File: config.mk
export PLATFORM = sky130hd
export DESIGN_NAME = command_frame_parser
export DESIGN_NICKNAME = d
export VERILOG_FILES = /design/src/rtl/cfp_pkg.sv /design/src/rtl/cfp_front.sv /design/src/rtl/cfp_queue.sv /design/src/rtl/cfp_back.sv /design/src/rtl/command_frame_parser.sv
export SDC_FILE = /design/constraint.sdc
export NUM_CORES = 1
export LEC_CHECK = 0
export ABC_CLOCK_PERIOD_IN_PS = 3600
export BUFFER_PORTS_ARGS = -buffer_cell sky130_fd_sc_hd__buf_2
export CAP_MARGIN = 30
export CORE_AREA = 3 3 134 136
export DETAILED_ROUTE_END_ITERATION = 8
export DIE_AREA = 0 0 137 139
export PLACE_DENSITY = 0.69
export SYNTH_ARGS = -nofsm -noshare
export SYNTH_HDL_FRONTEND = slang
export SYNTH_HIERARCHICAL = 1
export SYNTH_SLANG_ARGS = --single-unit
File: constraint.sdc
create_clock -name clock -period 3.6 [get_ports clock]
set_input_delay 0.54 -clock clock [delete_from_list [all_inputs] [get_ports clock]]
set_output_delay 0.54 -clock clock [all_outputs]
set_load 0.02 [all_outputs]
File: src/rtl/cfp_pkg.sv
// Shared types and constants for the command frame parser.
// Used by the front, queue, back and top-level modules; no dependencies.
`timescale 1ns / 1ps
`default_nettype none

package cfp_pkg;

   // byte and register widths
   localparam int unsigned BYTE_W    = 8;
   localparam int unsigned CMD_W     = 32;
   localparam int unsigned PAYLOAD_N = 8;
   localparam int unsigned CNT_W     = $clog2(PAYLOAD_N);

   // register indexes and reset values
   localparam int unsigned CSR_IDX_W  = 1;
   localparam logic [CSR_IDX_W-1:0] CSR_SYNC   = 1'd0;
   localparam logic [CSR_IDX_W-1:0] CSR_IGNORE = 1'd1;
   localparam logic [BYTE_W-1:0] SYNC_RESET   = 8'hFA;
   localparam logic [BYTE_W-1:0] IGNORE_RESET = 8'hFF;

   // request queue between front and back
   localparam int unsigned QUEUE_DEPTH = 4;
   localparam int unsigned QPTR_W      = $clog2(QUEUE_DEPTH);
   localparam int unsigned QCNT_W      = $clog2(QUEUE_DEPTH + 1);

   // response packing
   localparam int unsigned RSP_FIELDS_W = 2 * CMD_W + 1;
   localparam int unsigned RSP_DATA_W   = ((RSP_FIELDS_W + 7) / 8) * 8;

   // front state machine
   typedef enum logic [1:0] {
      FRONT_IDLE,
      FRONT_PAYLOAD,
      FRONT_CHECK
   } front_state_type;

   // what the back has to do with a queued byte
   typedef enum logic [1:0] {
      OP_OPEN,
      OP_DATA,
      OP_CHECK
   } op_type;

   typedef struct packed {
      op_type            op;
      logic [BYTE_W-1:0] data;
   } entry_type;

endpackage : cfp_pkg

`default_nettype wire

File: src/rtl/cfp_front.sv
// Front end: holds the sync and ignore registers, drops ignore bytes and
// classifies each remaining byte by frame position. Depends on cfp_pkg.
`timescale 1ns / 1ps
`default_nettype none

module cfp_front (
   input  wire logic                          clock,
   input  wire logic                          reset,
   input  wire logic                          csr_we,
   input  wire logic [cfp_pkg::CSR_IDX_W-1:0] csr_index,
   input  wire logic [cfp_pkg::BYTE_W-1:0]    csr_wdata,
   input  wire logic                          byte_valid,
   input  wire logic [cfp_pkg::BYTE_W-1:0]    byte_data,
   input  wire logic                          queue_full,
   output logic                               byte_ready,
   output logic                               push,
   output cfp_pkg::entry_type                 push_entry
);
   import cfp_pkg::*;

   logic [BYTE_W-1:0] sync_ff, sync_in;
   logic [BYTE_W-1:0] ignore_ff, ignore_in;
   front_state_type   state_ff, state_in;
   logic [CNT_W-1:0]  count_ff, count_in;
   logic              take;

   // configuration registers
   always_comb begin
      sync_in   = sync_ff;
      ignore_in = ignore_ff;
      if (csr_we) begin
         case (csr_index)
            CSR_SYNC:   sync_in   = csr_wdata;
            CSR_IGNORE: ignore_in = csr_wdata;
            default: ;
         endcase
      end
   end

   always_ff @(posedge clock) begin
      if (reset) begin
         sync_ff   <= SYNC_RESET;
         ignore_ff <= IGNORE_RESET;
         state_ff  <= FRONT_IDLE;
         count_ff  <= '0;
      end else begin
         sync_ff   <= sync_in;
         ignore_ff <= ignore_in;
         state_ff  <= state_in;
         count_ff  <= count_in;
      end
   end

   assign byte_ready = !queue_full;
   assign take       = byte_valid && !queue_full && (byte_data != ignore_ff);

   // frame position tracking and classification
   always_comb begin
      state_in        = state_ff;
      count_in        = count_ff;
      push            = 1'b0;
      push_entry.op   = OP_DATA;
      push_entry.data = byte_data;
      if (take) begin
         case (state_ff)
            FRONT_IDLE: begin
               if (byte_data == sync_ff) begin
                  push          = 1'b1;
                  push_entry.op = OP_OPEN;
                  state_in      = FRONT_PAYLOAD;
                  count_in      = '0;
               end
            end
            FRONT_PAYLOAD: begin
               push          = 1'b1;
               push_entry.op = OP_DATA;
               count_in      = count_ff + 1'b1;
               if (count_ff == CNT_W'(PAYLOAD_N - 1)) begin
                  state_in = FRONT_CHECK;
               end
            end
            FRONT_CHECK: begin
               push          = 1'b1;
               push_entry.op = OP_CHECK;
               state_in      = FRONT_IDLE;
            end
            default: begin
               state_in = FRONT_IDLE;
            end
         endcase
      end
   end

endmodule : cfp_front

`default_nettype wire

File: src/rtl/cfp_queue.sv
// Short request queue between front and back so either side may stall.
// Depends on cfp_pkg for the entry type and depth.
`timescale 1ns / 1ps
`default_nettype none

module cfp_queue (
   input  wire logic               clock,
   input  wire logic               reset,
   input  wire logic               push,
   input  wire cfp_pkg::entry_type push_entry,
   input  wire logic               pop,
   output logic                    full,
   output logic                    empty,
   output cfp_pkg::entry_type      head
);
   import cfp_pkg::*;

   entry_type          slots_ff [QUEUE_DEPTH];
   logic [QPTR_W-1:0]  wr_ptr_ff, wr_ptr_in;
   logic [QPTR_W-1:0]  rd_ptr_ff, rd_ptr_in;
   logic [QCNT_W-1:0]  count_ff, count_in;
   logic               do_push, do_pop;

   assign full    = (count_ff == QCNT_W'(QUEUE_DEPTH));
   assign empty   = (count_ff == '0);
   assign head    = slots_ff[rd_ptr_ff];
   assign do_push = push && !full;
   assign do_pop  = pop && !empty;

   // pointer and fill bookkeeping
   always_comb begin
      wr_ptr_in = do_push ? wr_ptr_ff + 1'b1 : wr_ptr_ff;
      rd_ptr_in = do_pop ? rd_ptr_ff + 1'b1 : rd_ptr_ff;
      count_in  = count_ff;
      if (do_push && !do_pop) begin
         count_in = count_ff + 1'b1;
      end else if (do_pop && !do_push) begin
         count_in = count_ff - 1'b1;
      end
   end

   always_ff @(posedge clock) begin
      if (reset) begin
         wr_ptr_ff <= '0;
         rd_ptr_ff <= '0;
         count_ff  <= '0;
      end else begin
         wr_ptr_ff <= wr_ptr_in;
         rd_ptr_ff <= rd_ptr_in;
         count_ff  <= count_in;
      end
   end

   // entry storage
   always_ff @(posedge clock) begin
      if (do_push) begin
         slots_ff[wr_ptr_ff] <= push_entry;
      end
   end

   // fill level never passes the depth
   a_count_bound : assert property (@(posedge clock) disable iff (reset)
      count_ff <= QCNT_W'(QUEUE_DEPTH))
      else $error("queue fill level above depth");

   // fill level tracks the pointer distance
   a_ptr_match : assert property (@(posedge clock) disable iff (reset)
      (wr_ptr_ff - rd_ptr_ff) == count_ff[QPTR_W-1:0])
      else $error("queue pointers disagree with fill level");

   // a push into a full queue would lose a request
   a_no_overflow : assert property (@(posedge clock) disable iff (reset)
      full |-> !push)
      else $error("push into full queue");

endmodule : cfp_queue

`default_nettype wire

File: src/rtl/cfp_back.sv
// Back end: collects payload, keeps the running sum and held commands and
// drives the response register. Depends on cfp_pkg.
`timescale 1ns / 1ps
`default_nettype none

module cfp_back (
   input  wire logic                        clock,
   input  wire logic                        reset,
   input  wire logic                        empty,
   input  wire cfp_pkg::entry_type          head,
   output logic                             pop,
   output logic                             rsp_valid,
   input  wire logic                        rsp_ready,
   output logic [cfp_pkg::RSP_DATA_W-1:0]   rsp_data
);
   import cfp_pkg::*;

   logic [2*CMD_W-1:0] payload_ff, payload_in;
   logic [BYTE_W-1:0]  sum_ff, sum_in;
   logic [CMD_W-1:0]   linear_ff, linear_in;
   logic [CMD_W-1:0]   angular_ff, angular_in;
   logic               ok_ff, ok_in;
   logic               valid_ff, valid_in;
   logic               out_free;

   assign out_free = !valid_ff || rsp_ready;
   // only a checksum needs the response register
   assign pop = !empty && ((head.op != OP_CHECK) || out_free);

   // carry out the queued request
   always_comb begin
      payload_in = payload_ff;
      sum_in     = sum_ff;
      linear_in  = linear_ff;
      angular_in = angular_ff;
      ok_in      = ok_ff;
      valid_in   = valid_ff && !rsp_ready;
      if (pop) begin
         case (head.op)
            OP_OPEN: begin
               sum_in = '0;
            end
            OP_DATA: begin
               payload_in = {head.data, payload_ff[2*CMD_W-1:BYTE_W]};
               sum_in     = sum_ff + head.data;
            end
            OP_CHECK: begin
               ok_in    = (sum_ff == head.data);
               valid_in = 1'b1;
               if (sum_ff == head.data) begin
                  linear_in  = payload_ff[CMD_W-1:0];
                  angular_in = payload_ff[2*CMD_W-1:CMD_W];
               end
            end
            default: ;
         endcase
      end
   end

   always_ff @(posedge clock) begin
      if (reset) begin
         payload_ff <= '0;
         sum_ff     <= '0;
         linear_ff  <= '0;
         angular_ff <= '0;
         ok_ff      <= 1'b0;
         valid_ff   <= 1'b0;
      end else begin
         payload_ff <= payload_in;
         sum_ff     <= sum_in;
         linear_ff  <= linear_in;
         angular_ff <= angular_in;
         ok_ff      <= ok_in;
         valid_ff   <= valid_in;
      end
   end

   assign rsp_valid = valid_ff;
   assign rsp_data  = {(RSP_DATA_W - RSP_FIELDS_W)'(0), ok_ff, angular_ff, linear_ff};

   // a checksum request always yields a response next cycle
   a_check_resp : assert property (@(posedge clock) disable iff (reset)
      (pop && head.op == OP_CHECK) |=> valid_ff)
      else $error("checksum popped without response");

   // held commands only move when a response is loaded
   a_held_stable : assert property (@(posedge clock) disable iff (reset)
      !(pop && head.op == OP_CHECK) |=> ($stable(linear_ff) && $stable(angular_ff)))
      else $error("held command changed outside a checksum");

   // a stalled response is not overwritten
   a_no_overwrite : assert property (@(posedge clock) disable iff (reset)
      (valid_ff && !rsp_ready) |-> !(pop && head.op == OP_CHECK))
      else $error("response overwritten while stalled");

endmodule : cfp_back

`default_nettype wire

File: src/rtl/command_frame_parser.sv
// Command frame parser: turns a received byte stream into velocity commands.
// Bytes enter on the req_ channel, one byte per request in req_tdata[7:0].
// Bytes equal to the ignore register are dropped anywhere. In idle, a byte
// equal to the sync register opens a frame; eight payload bytes follow
// (linear word then angular word, little-endian) and then a checksum byte.
// Each checksum byte gives one rsp_ request with the held commands and an
// ok flag; the commands are replaced only when the payload sum matches.
// Throughput: one byte per cycle while the queue is not full; the front tags
// bytes into a 4-entry queue and the back consumes one queued byte per cycle
// unless a checksum waits for the response register. With nothing ahead of it
// in the queue, a checksum byte passes a queue entry, then the response register.
// When rsp_tready is low, payload bytes keep flowing until a checksum reaches the
// queue head; it waits until the response register frees, and req_tready drops
// once the queue holds four entries. Reset clears the frame state, the queue and
// the held commands, and loads sync 0xFA and ignore 0xFF. The user must write csr_
// only while the block is idle; the block itself does not enforce this.
`timescale 1ns / 1ps
`default_nettype none

module command_frame_parser (
   input  wire logic                          clock,
   input  wire logic                          reset,
   // configuration writes
   input  wire logic                          csr_we,
   input  wire logic [cfp_pkg::CSR_IDX_W-1:0] csr_index,
   input  wire logic [cfp_pkg::BYTE_W-1:0]    csr_wdata,
   // received bytes
   input  wire logic                          req_tvalid,
   output logic                               req_tready,
   input  wire logic [cfp_pkg::BYTE_W-1:0]    req_tdata,   // [7:0] rx_byte
   // frame results
   output logic                               rsp_tvalid,
   input  wire logic                          rsp_tready,
   // [31:0] linear_cmd_bits, [63:32] angular_cmd_bits, [64] frame_ok
   output logic [cfp_pkg::RSP_DATA_W-1:0]     rsp_tdata
);
   import cfp_pkg::*;

   logic      push, pop, full, empty;
   entry_type push_entry, head;

   // tag bytes by frame position
   cfp_front u_front (
      .clock      (clock),
      .reset      (reset),
      .csr_we     (csr_we),
      .csr_index  (csr_index),
      .csr_wdata  (csr_wdata),
      .byte_valid (req_tvalid),
      .byte_data  (req_tdata),
      .queue_full (full),
      .byte_ready (req_tready),
      .push       (push),
      .push_entry (push_entry)
   );

   // decouple front and back
   cfp_queue u_queue (
      .clock      (clock),
      .reset      (reset),
      .push       (push),
      .push_entry (push_entry),
      .pop        (pop),
      .full       (full),
      .empty      (empty),
      .head       (head)
   );

   // payload collection, checksum and response
   cfp_back u_back (
      .clock     (clock),
      .reset     (reset),
      .empty     (empty),
      .head      (head),
      .pop       (pop),
      .rsp_valid (rsp_tvalid),
      .rsp_ready (rsp_tready),
      .rsp_data  (rsp_tdata)
   );

endmodule : command_frame_parser

`default_nettype wire

### Word level (Yosys, flattened, before mapping)

Memories as Yosys holds them, arrays and structs flattened. A register that Yosys moved wholly into a read port is not among the register bits.
Index checks and enable logic that the tools add are counted.

| operators by class | value |
|---|---|
| add/subtract/negate cells | 6 |
| equality and inequality tests | 12 |
| multiplexer cells | 20 |
| bitwise operators | 1 |
| reductions and logical operators | 31 |

Operators with widths:

| cell | number |
|---|---|
| == test 8 bit | 2 |
| one-hot mux 8 bit (2 select lines) | 1 |
| two-way mux 2 bit | 5 |
| AND reduction 2 bit | 5 |
| two-way mux 3 bit | 3 |
| AND reduction 3 bit | 3 |
| adder 8 bit | 1 |
| logical AND 1 bit | 8 |
| inequality test 8 bit | 1 |
| one-hot mux 2 bit (2 select lines) | 2 |
| two-way mux 1 bit | 7 |
| adder 3 x 1 -> 3 bit, second input constant | 2 |
| == test 3 bit, second input constant | 2 |
| logical NOT 1 bit | 6 |
| one-hot mux 3 bit (2 select lines) | 1 |
| nonzero test 2 bit | 3 |
| adder 2 x 1 -> 2 bit, second input constant | 2 |
| == test 2 x 1 -> 1 bit, second input constant | 2 |
| == test 2 bit, second input constant | 2 |
| logical NOT 2 bit | 2 |
| inequality test 2 x 1 -> 1 bit, second input constant | 2 |
| logical NOT 3 bit | 1 |
| subtractor 3 x 1 -> 3 bit, second input constant | 1 |
| logical OR 1 bit | 2 |
| 4 further kinds | 4 |

| storage, ports and cells | value |
|---|---|
| register bits after elaboration | 166 |
| memory bits (writable) | 40 |
| bits of input ports | 22 |
| output and inout port bits | 74 |
| word-level logic and storage cells | 84 |
| memories | 1 |

Memories:

| memory | words | width | rd ports | clocked after Yosys merged registers in | write ports | RTL line | source |
|---|---|---|---|---|---|---|---|
| u_queue.slots_ff | 4 | 10 | 1 | 1 | 1 | cfp_queue.sv:18 | `entry_type slots_ff [QUEUE_DEPTH];` |

### Longest topological paths before layout

Gate-level depths: netlist of the first run.

| depth | value |
|---|---|
| word-level depth | 10 |
| depth in mapped cells | 13 |
| depth with buffers taken out | 13 |

### By module

The synthesis of the first run kept the hierarchy.

By module, submodules not included:

| module | instances | cells each | area each (µm²) | sequential area each (µm²) |
|---|---|---|---|---|
| cfp_back | 1 | 669 | 5434.0 | 2762.6 |
| cfp_queue | 1 | 100 | 1909.3 | 1381.3 |
| cfp_front | 1 | 145 | 1204.9 | 420.4 |

### Worst setup path before layout of the first run

No wires, ideal clock.

| timing | value |
|---|---|
| path type | register -> register |
| start | register (tool-made name) |
| end | register u_queue.count_ff[2] |
| setup time | 0.070 ns |
| arrival time | 2.607 ns |
| data required time | 3.530 ns |
| slack | 0.923 ns |
| cell stages (with the launch flop) | 12 |
| buffers on the path | 1 |
| clock period less this slack | 2.677 ns |
| path through | dfxtp_1 buf_4 mux4_2 inv_1 a31oi_1 o31ai_2 ha_1 inv_1 fa_1 xor2_1 or3_1 a21oi_1 |

RTL lines:

| what | RTL line | source |
|---|---|---|
| end signal: assignment | cfp_queue.sv:50 | `count_ff <= count_in;` |
| end: declaration | cfp_queue.sv:21 | `logic [QCNT_W-1:0] count_ff, count_in;` |

==> results by group, run 1 <==
Run status
  • Run status: finished, final reports clean

Logic synthesis
  • Avg Cell Area, Syn: 9.35 um2
  • Synthesis-stage register bit count: 208
  • Synth unique cells: 57
  • Seq/Total Area, Yosys: 53.4%
  • Synth Area in Compound Gates: 15.0%
  • Ys Warns: 6
  • Top_reg_cell synth: dfxtp_1
  • Largest family of logic cells by synthesized area: simple AND/OR/NAND/NOR gates
  • Number of flops mapped to enable cells by yosys: 40
  • Netlist Area Pre-Place: 8550 um2
  • Synth top area cells: dfxtp_1 39%, edfxtp_1 14%, a21oi_1 8.1%
  • Top cell type's share of synthesized area: 39.3%
  • Adder-Cell Fraction of Synth Area: 3.25%
  • Post-Syn Instances: 914
  • FFs w/ async S/R, synth: 0%
  • Post-Synth Simple-Gate Area: 17.1%
  • Post-synthesis xor/xnor area fraction: 2.25%
  • Cell taking the most area after synthesis: dfxtp_1
  • Multiplexer area fraction after synthesis: 2.99%

STA
  • Max Clk Rate: 325 MHz
  • # setup viols final: 0
  • Crit path time final: 3.08 ns
  • Setup WS post-layout: 0.522 ns
  • Least-Margin Pin Slew: 0.873 ns
  • Clock skew: 0.0138 ns
  • Hold Vio Cnt, Final: 0
  • Slew HR: 41.8%
  • Fin crit share: 85.5%
  • Fin. max-slew vios: 0
  • RSZ-0062 raised after global routing: no
  • Final setup TNS: 0 ns

Detailed routing
  • Routed Antenna Nets: 0
  • Routed WL: 18.7 mm
  • Wire per inst: 15.6 um
  • DR iter-0 viols: 536
  • DR DRC count: 0
  • Drt via density: 5.45
  • Via count: 6554
  • Pre-antenna DRT Iters: 4

Cells and area
  • Layout cell share with drive strength beyond 1: 16.5%
  • Commonest non-fill, non-tap cell in the layout: dfxtp_1
  • Nets@finish: 1004
  • N_diodes: 0
  • Most frequent cells in the layout: 168 x dfxtp_1, 166 x nand2_1, 139 x a21oi_1, 90 x nand3_1, 87 x buf_2
  • Area growth, synth to finish: 14.3%

Critical path
  • Critical path class: flip-flop to flip-flop
  • Crit path DAT: 3.42 ns
  • Critical Path Fanout Max: 64
  • Slack of the worst reg-to-reg path: 0.52 ns
  • CP Launch Type: flip-flop
  • Worst Path Required: 3.94 ns
  • R2r worst-path depth: 8
  • Reg2reg end: u_back/linear_ff[18]
  • Worst setup EP type: flip-flop

CTS
  • Clk root buf: clkbuf_16
  • Cts bufs inserted: 22
  • Cts repair resizes: 0
  • Setup bufs post-CTS: 0
  • Htree depth: 1
  • Clk Latency, worst-skew pair: 0.50 ns
  • CTS tree: yes
  • Sink Count: 208
  • Reg clk slew, reported paths: 0.06 ns
  • Clk buf depth: 3
  • Cts hold-fix bufs: 0

Global routing
  • Met1 usage: 27.8%
  • GRT busiest layer: met2
  • GRT Overall Usage: 19.5%
  • Largest net degree at the start of global routing: 88
  • Total grt overflow: 0
  • First-pass GRT wire length: 31.2 mm
  • Met3 GRT Util: 3.37%
  • M2 GR Usage: 30.9%
  • Vias in the first global route: 6169
  • Antenna violations before repair: 0

Hold path
  • Hold Crit Endpoint: u_front/sync_ff[3]
  • Hold crit path type: primary input to flip-flop
  • Min-Delay Path Depth: 3
  • Worst hold path startpoint: csr_wdata[3]

Die
  • # rows: 48
  • Die area: 19000 um2
  • DIE HEIGHT: 139 um
  • Core footprint: 17100 um2
  • Boundary Pins: 96
  • Initial Util: 50.1%
  • Die X: 137 um

Power
  • Switching Fraction: 20.4%
  • Int Power: 0.00396 W
  • Pleak: 3.58 nW
  • Combinational power share: 2.7%
  • Max VDD drop: 0.375 mV
  • Seq pwr share: 48.1%
  • Sw Pwr: 0.00102 W
  • Clock power share: 49.2%
  • Power density over cell area: 509 nW/um2

Placement
  • PortBufs: 88
  • Place WS: 0.468 ns
  • DPL Wire Length: 11.8 mm
  • Routability cong.: 0.781

Flow run
  • Maxcap violations: 0
## area by class of cell
type                            instances  area [um2]
Clock buffer                           32         683
Fill cell                            1532        7280
Sequential cell                       208        4560
Inverter                               12        45.0
Clock inverter                          8         119
Tap cell                              225         282
Multi-Input combinational cell        617        3520
Timing Repair Buffer                  100         558
## per-stage QoR
step	instances	hold slack (ns)	total power, W	util [%]	instance area, um2
global route	1202	0.282	0.00513	57.3	9770
floorplan	920	0.436	0.00255	-	8570
global placement	1162	0.444	0.00258	52.6	8970
CTS	1202	0.250	0.00502	57.3	9770
detailed placement	1162	0.447	0.00258	52.6	8970
finish	1202	0.270	0.00498	57.3	9770
## registers in the layout (all words and copies together) (netlist names), 3 cells and up, named ones only
name,cells
u_front/ignore_ff,8
u_back/linear_ff,32
u_back/angular_ff,32
u_back/sum_ff,8
u_front/sync_ff,8
u_back/payload_ff,64
u_queue/slots_ff,40
u_queue/count_ff,3
u_front/count_ff,3
## worst max-delay path, stage by stage (launching register included)
cell and delay (ns):
dfxtp_1 0.52, buf_4 0.21, mux4_2 0.55, ha_1 0.36, nor4_1 0.44, nand3_2 0.10
buf_4 0.31, o21ai_0 0.28, a21oi_1 0.10
## power groups by stage
stage,combinational [W],sequential (W),clock (W)
after detailed placement,0.000133,0.00244,0
after global placement,0.000133,0.00244,0
after CTS,0.000135,0.00239,0.00249
final,0.000134,0.00239,0.00245
after global routing,0.000149,0.00239,0.00258
after floorplan,0.000108,0.00244,0
## layer usage
metal	up-vias	share of wire [%]
li1	3267	-
met3	34	5.9
met2	183	47
met1	3070	45
met4	0	1.8
met5	-	0
## how the worst max path moves through the flow
stage	to	startpoint	cells past startpoint
after floorplan	u_queue/count_ff[2]	req_tdata[1]	13
after global placement	u_queue/count_ff[2]	req_tdata[3]	14
final	u_back/linear_ff[18]	flip-flop	8
after global routing	u_back/linear_ff[0]	flip-flop	8
after detailed placement	u_queue/count_ff[2]	req_tdata[1]	14
after CTS	u_queue/count_ff[2]	flip-flop	10
## cell families after synthesis
kind of cell             count (synthesis)
AND/OR/NAND/NOR                        320
XOR/XNOR                                22
buffers and inverters                   95
adder cells (fa/ha/maj)                 21
other                                    1
flip-flops                             208
multiplexers                            13
AO/OA/AOI/OAI                          234
## cells in the mapped netlist, drive strengths merged (7+ instances only)
master	n
a21oi	139
buf	40
clkbuf	43
dfxtp	168
edfxtp	40
ha	19
inv	12
mux4	10
nand2	166
nand3	91
nor2	19
nor3	7
o21ai	70
xnor2	17
(Power assumes the default switching activity.)
==> inputs of run 2 (changes only) <==
--- a/config.mk
+++ b/config.mk
@@ -5,6 +5,7 @@
 export SDC_FILE = /design/constraint.sdc
 export NUM_CORES = 1
 export LEC_CHECK = 0
+export ABC_AREA = 1
 export ABC_CLOCK_PERIOD_IN_PS = 3600
 export BUFFER_PORTS_ARGS = -buffer_cell sky130_fd_sc_hd__buf_2
 export CAP_MARGIN = 30
==> run 2 against run 1 <==
  * Worst setup slack improved by 0.20 ns
  * Hold slack about the same
  * Maximum frequency increased by 7.0%
  * Count of clock-buffer cells in the layout unchanged
  * Die area unchanged
  * Cell count increased by 12%
  * Routed wire length decreased by 8.1%
  * Power increased by 34%
  * Core utilization decreased by 0.55 points
  * Final area decreased by 0.96%
  * Synthesized cell count increased by 14%
  * Register-to-register slack improved by 0.20 ns
  * Highest routed layer unchanged
==> results by group, run 2 <==
Hold path
  • Hold crit path type: primary input to flip-flop

Detailed routing
  • DR iter-0 viols: 420
  • Wire per inst: 12.8 um
  • DR WL met2: 7.98 mm
  • Top Metal Used: met4
  • DR DRC count: 0
  • Met3 routed WL: 910 um
  • Via count: 6648
  • Met1 Routed Length: 8.00 mm
  • Routed WL: 17.2 mm
  • Pre-antenna DRT Iters: 5
  • Routed Antenna Nets: 0
  • Drt via density: 4.93

CTS
  • Htree depth: 1
  • Cts bufs inserted: 22
  • Cts hold-fix bufs: 0
  • Sink Count: 208
  • CTS tree: yes
  • Clk Latency, worst-skew pair: 0.49 ns
  • Cts repair resizes: 0
  • Clk root buf: clkbuf_16
  • Clk buf depth: 3
  • Reg clk slew, reported paths: 0.06 ns
  • Setup bufs post-CTS: 0

STA
  • Hold_ws: 0.271 ns
  • RSZ-0062 raised after global routing: no
  • Final setup TNS: 0 ns
  • Crit path time final: 2.88 ns
  • Clock skew: 0.0145 ns
  • Max Clk Rate: 348 MHz
  • Slew HR: 56.5%
  • # setup viols final: 0
  • Hold Vio Cnt, Final: 0
  • Fin crit share: 79.9%
  • Fin. max-slew vios: 0
  • Least-Margin Pin Slew: 0.652 ns

Logic synthesis
  • Synth top area cells: dfxtp_1 40%, edfxtp_1 14%, nor2_1 14%
  • Avg Cell Area, Syn: 8.17 um2
  • Synth top cells by count: 316 x nor2_1, 168 x dfxtp_1, 114 x nand2_1, 102 x o21ai_0, 63 x inv_1
  • FFs w/ async S/R, synth: 0%
  • Post-Syn Instances: 1040
  • Synthesis-stage register bit count: 208
  • Netlist Area Pre-Place: 8500 um2
  • Synth unique cells: 36
  • Number of flops mapped to enable cells by yosys: 40
  • Cell taking the most area after synthesis: dfxtp_1
  • Ys Warns: 6
  • Seq/Total Area, Yosys: 53.7%
  • Count leader, synth: nor2_1
  • Top cell type's share of synthesized area: 39.6%
  • Top_reg_cell synth: dfxtp_1

Cells and area
  • Storage cell area: 4560 um2
  • Layout cell share with drive strength beyond 1: 14.3%
  • Largest reg by FF count: u_back/payload_ff
  • Final-layout fill cell count: 1588
  • Post-layout util: 56.7%
  • Area of the multi-input gates: 3300 um2
  • Area growth, synth to finish: 13.9%
  • Most frequent cells in the layout: 316 x nor2_1, 168 x dfxtp_1, 114 x nand2_1, 102 x o21ai_0, 88 x buf_2
  • Nets@finish: 1150
  • Largest register FFs: 64
  • N_diodes: 0
  • Commonest non-fill, non-tap cell in the layout: nor2_1
  • Biggest regs: u_back/payload_ff: 64 flops, u_queue/slots_ff: 40 flops

Critical path
  • Slack of the worst reg-to-reg path: 0.72 ns
  • Worst Setup EP: u_back/linear_ff[13]
  • Worst setup EP type: flip-flop
  • Crit path DAT: 3.31 ns
  • R2r worst-path depth: 12
  • Critical path class: flip-flop to flip-flop
  • Reg2reg end: u_back/linear_ff[13]
  • CP Launch Type: flip-flop
  • Worst Path Required: 4.03 ns
  • Critical Path Fanout Max: 32

Global routing
  • Vias in the first global route: 6052
  • GRT Overall Usage: 17.9%
  • Total grt overflow: 0
  • First-pass GRT wire length: 28.6 mm
  • Largest net degree at the start of global routing: 70
  • Antenna violations before repair: 0

Die
  • Die X: 137 um
  • Boundary Pins: 96
  • # rows: 48
  • Initial Util: 49.8%
  • Die area: 19000 um2
  • DIE HEIGHT: 139 um
  • Core footprint: 17100 um2

Flow run
  • Maxcap violations: 0

Power
  • Max VDD drop: 0.393 mV
  • Power density over cell area: 688 nW/um2
  • Pleak: 4.46 nW

Run status
  • Run status: finished, final reports clean

Placement
  • DPL Wire Length: 11.3 mm
  • Routability cong.: 0.827
  • PortBufs: 88
[run 2: cell count changes in the layout (fill, tap and decap cells not counted), sizes merged, moves of 9 or more]
cell	previous run	this run
inv	13	67
a21oi	139	18
mux4	10	0
o22ai	0	10
nor2	19	323
o21ai	70	154
nand3	91	22
xnor2	17	5
nand2	166	121
o211ai	2	11
[run 2: cell families after synthesis]
logic type	synth area share (%)
AOI/OAI and AO/OA	11.9
xor gates and xnor gates	0.721
adders and majority gates	3.27
buffers and inverters	7.70
DFF	53.7
other	0.0441
and+or+nand+nor	22.6
[run 2: per-layer routing]
metal / GRT usage (%) / vias up
li1: - / 3466
met1: 24.7 / 2988
met2: 29.5 / 167
met3: 2.72 / 27
met4: 4.73 / 0
met5: 0 / -
[run 2: area by class of cell]
| class | instances | share of cell area (%) |
|---|---|---|
| clock inverters | 8 | 0.427 |
| well taps | 225 | 2.91 |
| flip-flops and latches | 208 | 47.2 |
| repair buffers | 104 | 5.92 |
| multi-input cells | 703 | 34.1 |
| inverters | 68 | 2.65 |
| clock buffers | 32 | 6.81 |
[run 2: worst max-delay path: stages (launching register included)]
cell,delay (ns)
dfxtp_1,0.44
inv_1,0.32
o21ai_0,0.14
o22ai_1,0.39
ha_1,0.33
nor2_1,0.10
nand2_1,0.06
nor2_2,0.14
nand3b_4,0.09
clkinv_2,0.35
buf_4,0.28
nor2_1,0.05
nor2_1,0.10
[run 2: stage by stage]
stage               power [W]  instance area (um2)  setup slack [ns]  instances
CTS                   0.00671                 9680             0.700       1348
global placement      0.00452                 8980             0.757       1308
floorplan             0.00415                 8520              1.05       1046
global route          0.00709                 9680             0.444       1348
detailed placement    0.00455                 8980             0.723       1308
finish                0.00666                 9680             0.724       1348
[run 2: worst min-delay path by stage]
stage,to,cells past startpoint,slack (ns),start
finish,u_front/ignore_ff[0],3,0.27,csr_wdata[0]
global route,u_front/sync_ff[6],3,0.27,csr_wdata[6]
CTS,u_front/ignore_ff[0],3,0.25,csr_wdata[0]
detailed placement,u_back/ok_ff,2,0.46,u_back/ok_ff
global placement,u_back/ok_ff,2,0.45,u_back/ok_ff
floorplan,u_back/sum_ff[0],2,0.44,u_back/sum_ff[0]
[run 2: report_power, final]
part / internal [W] / total (W) / leakage (nW) / switching (W)
logic: 0.000482 / 0.00144 / 2.39 / 0.000956
registers: 0.00277 / 0.00308 / 1.72 / 0.000310
clock network: 0.00127 / 0.00213 / 0.342 / 0.000867
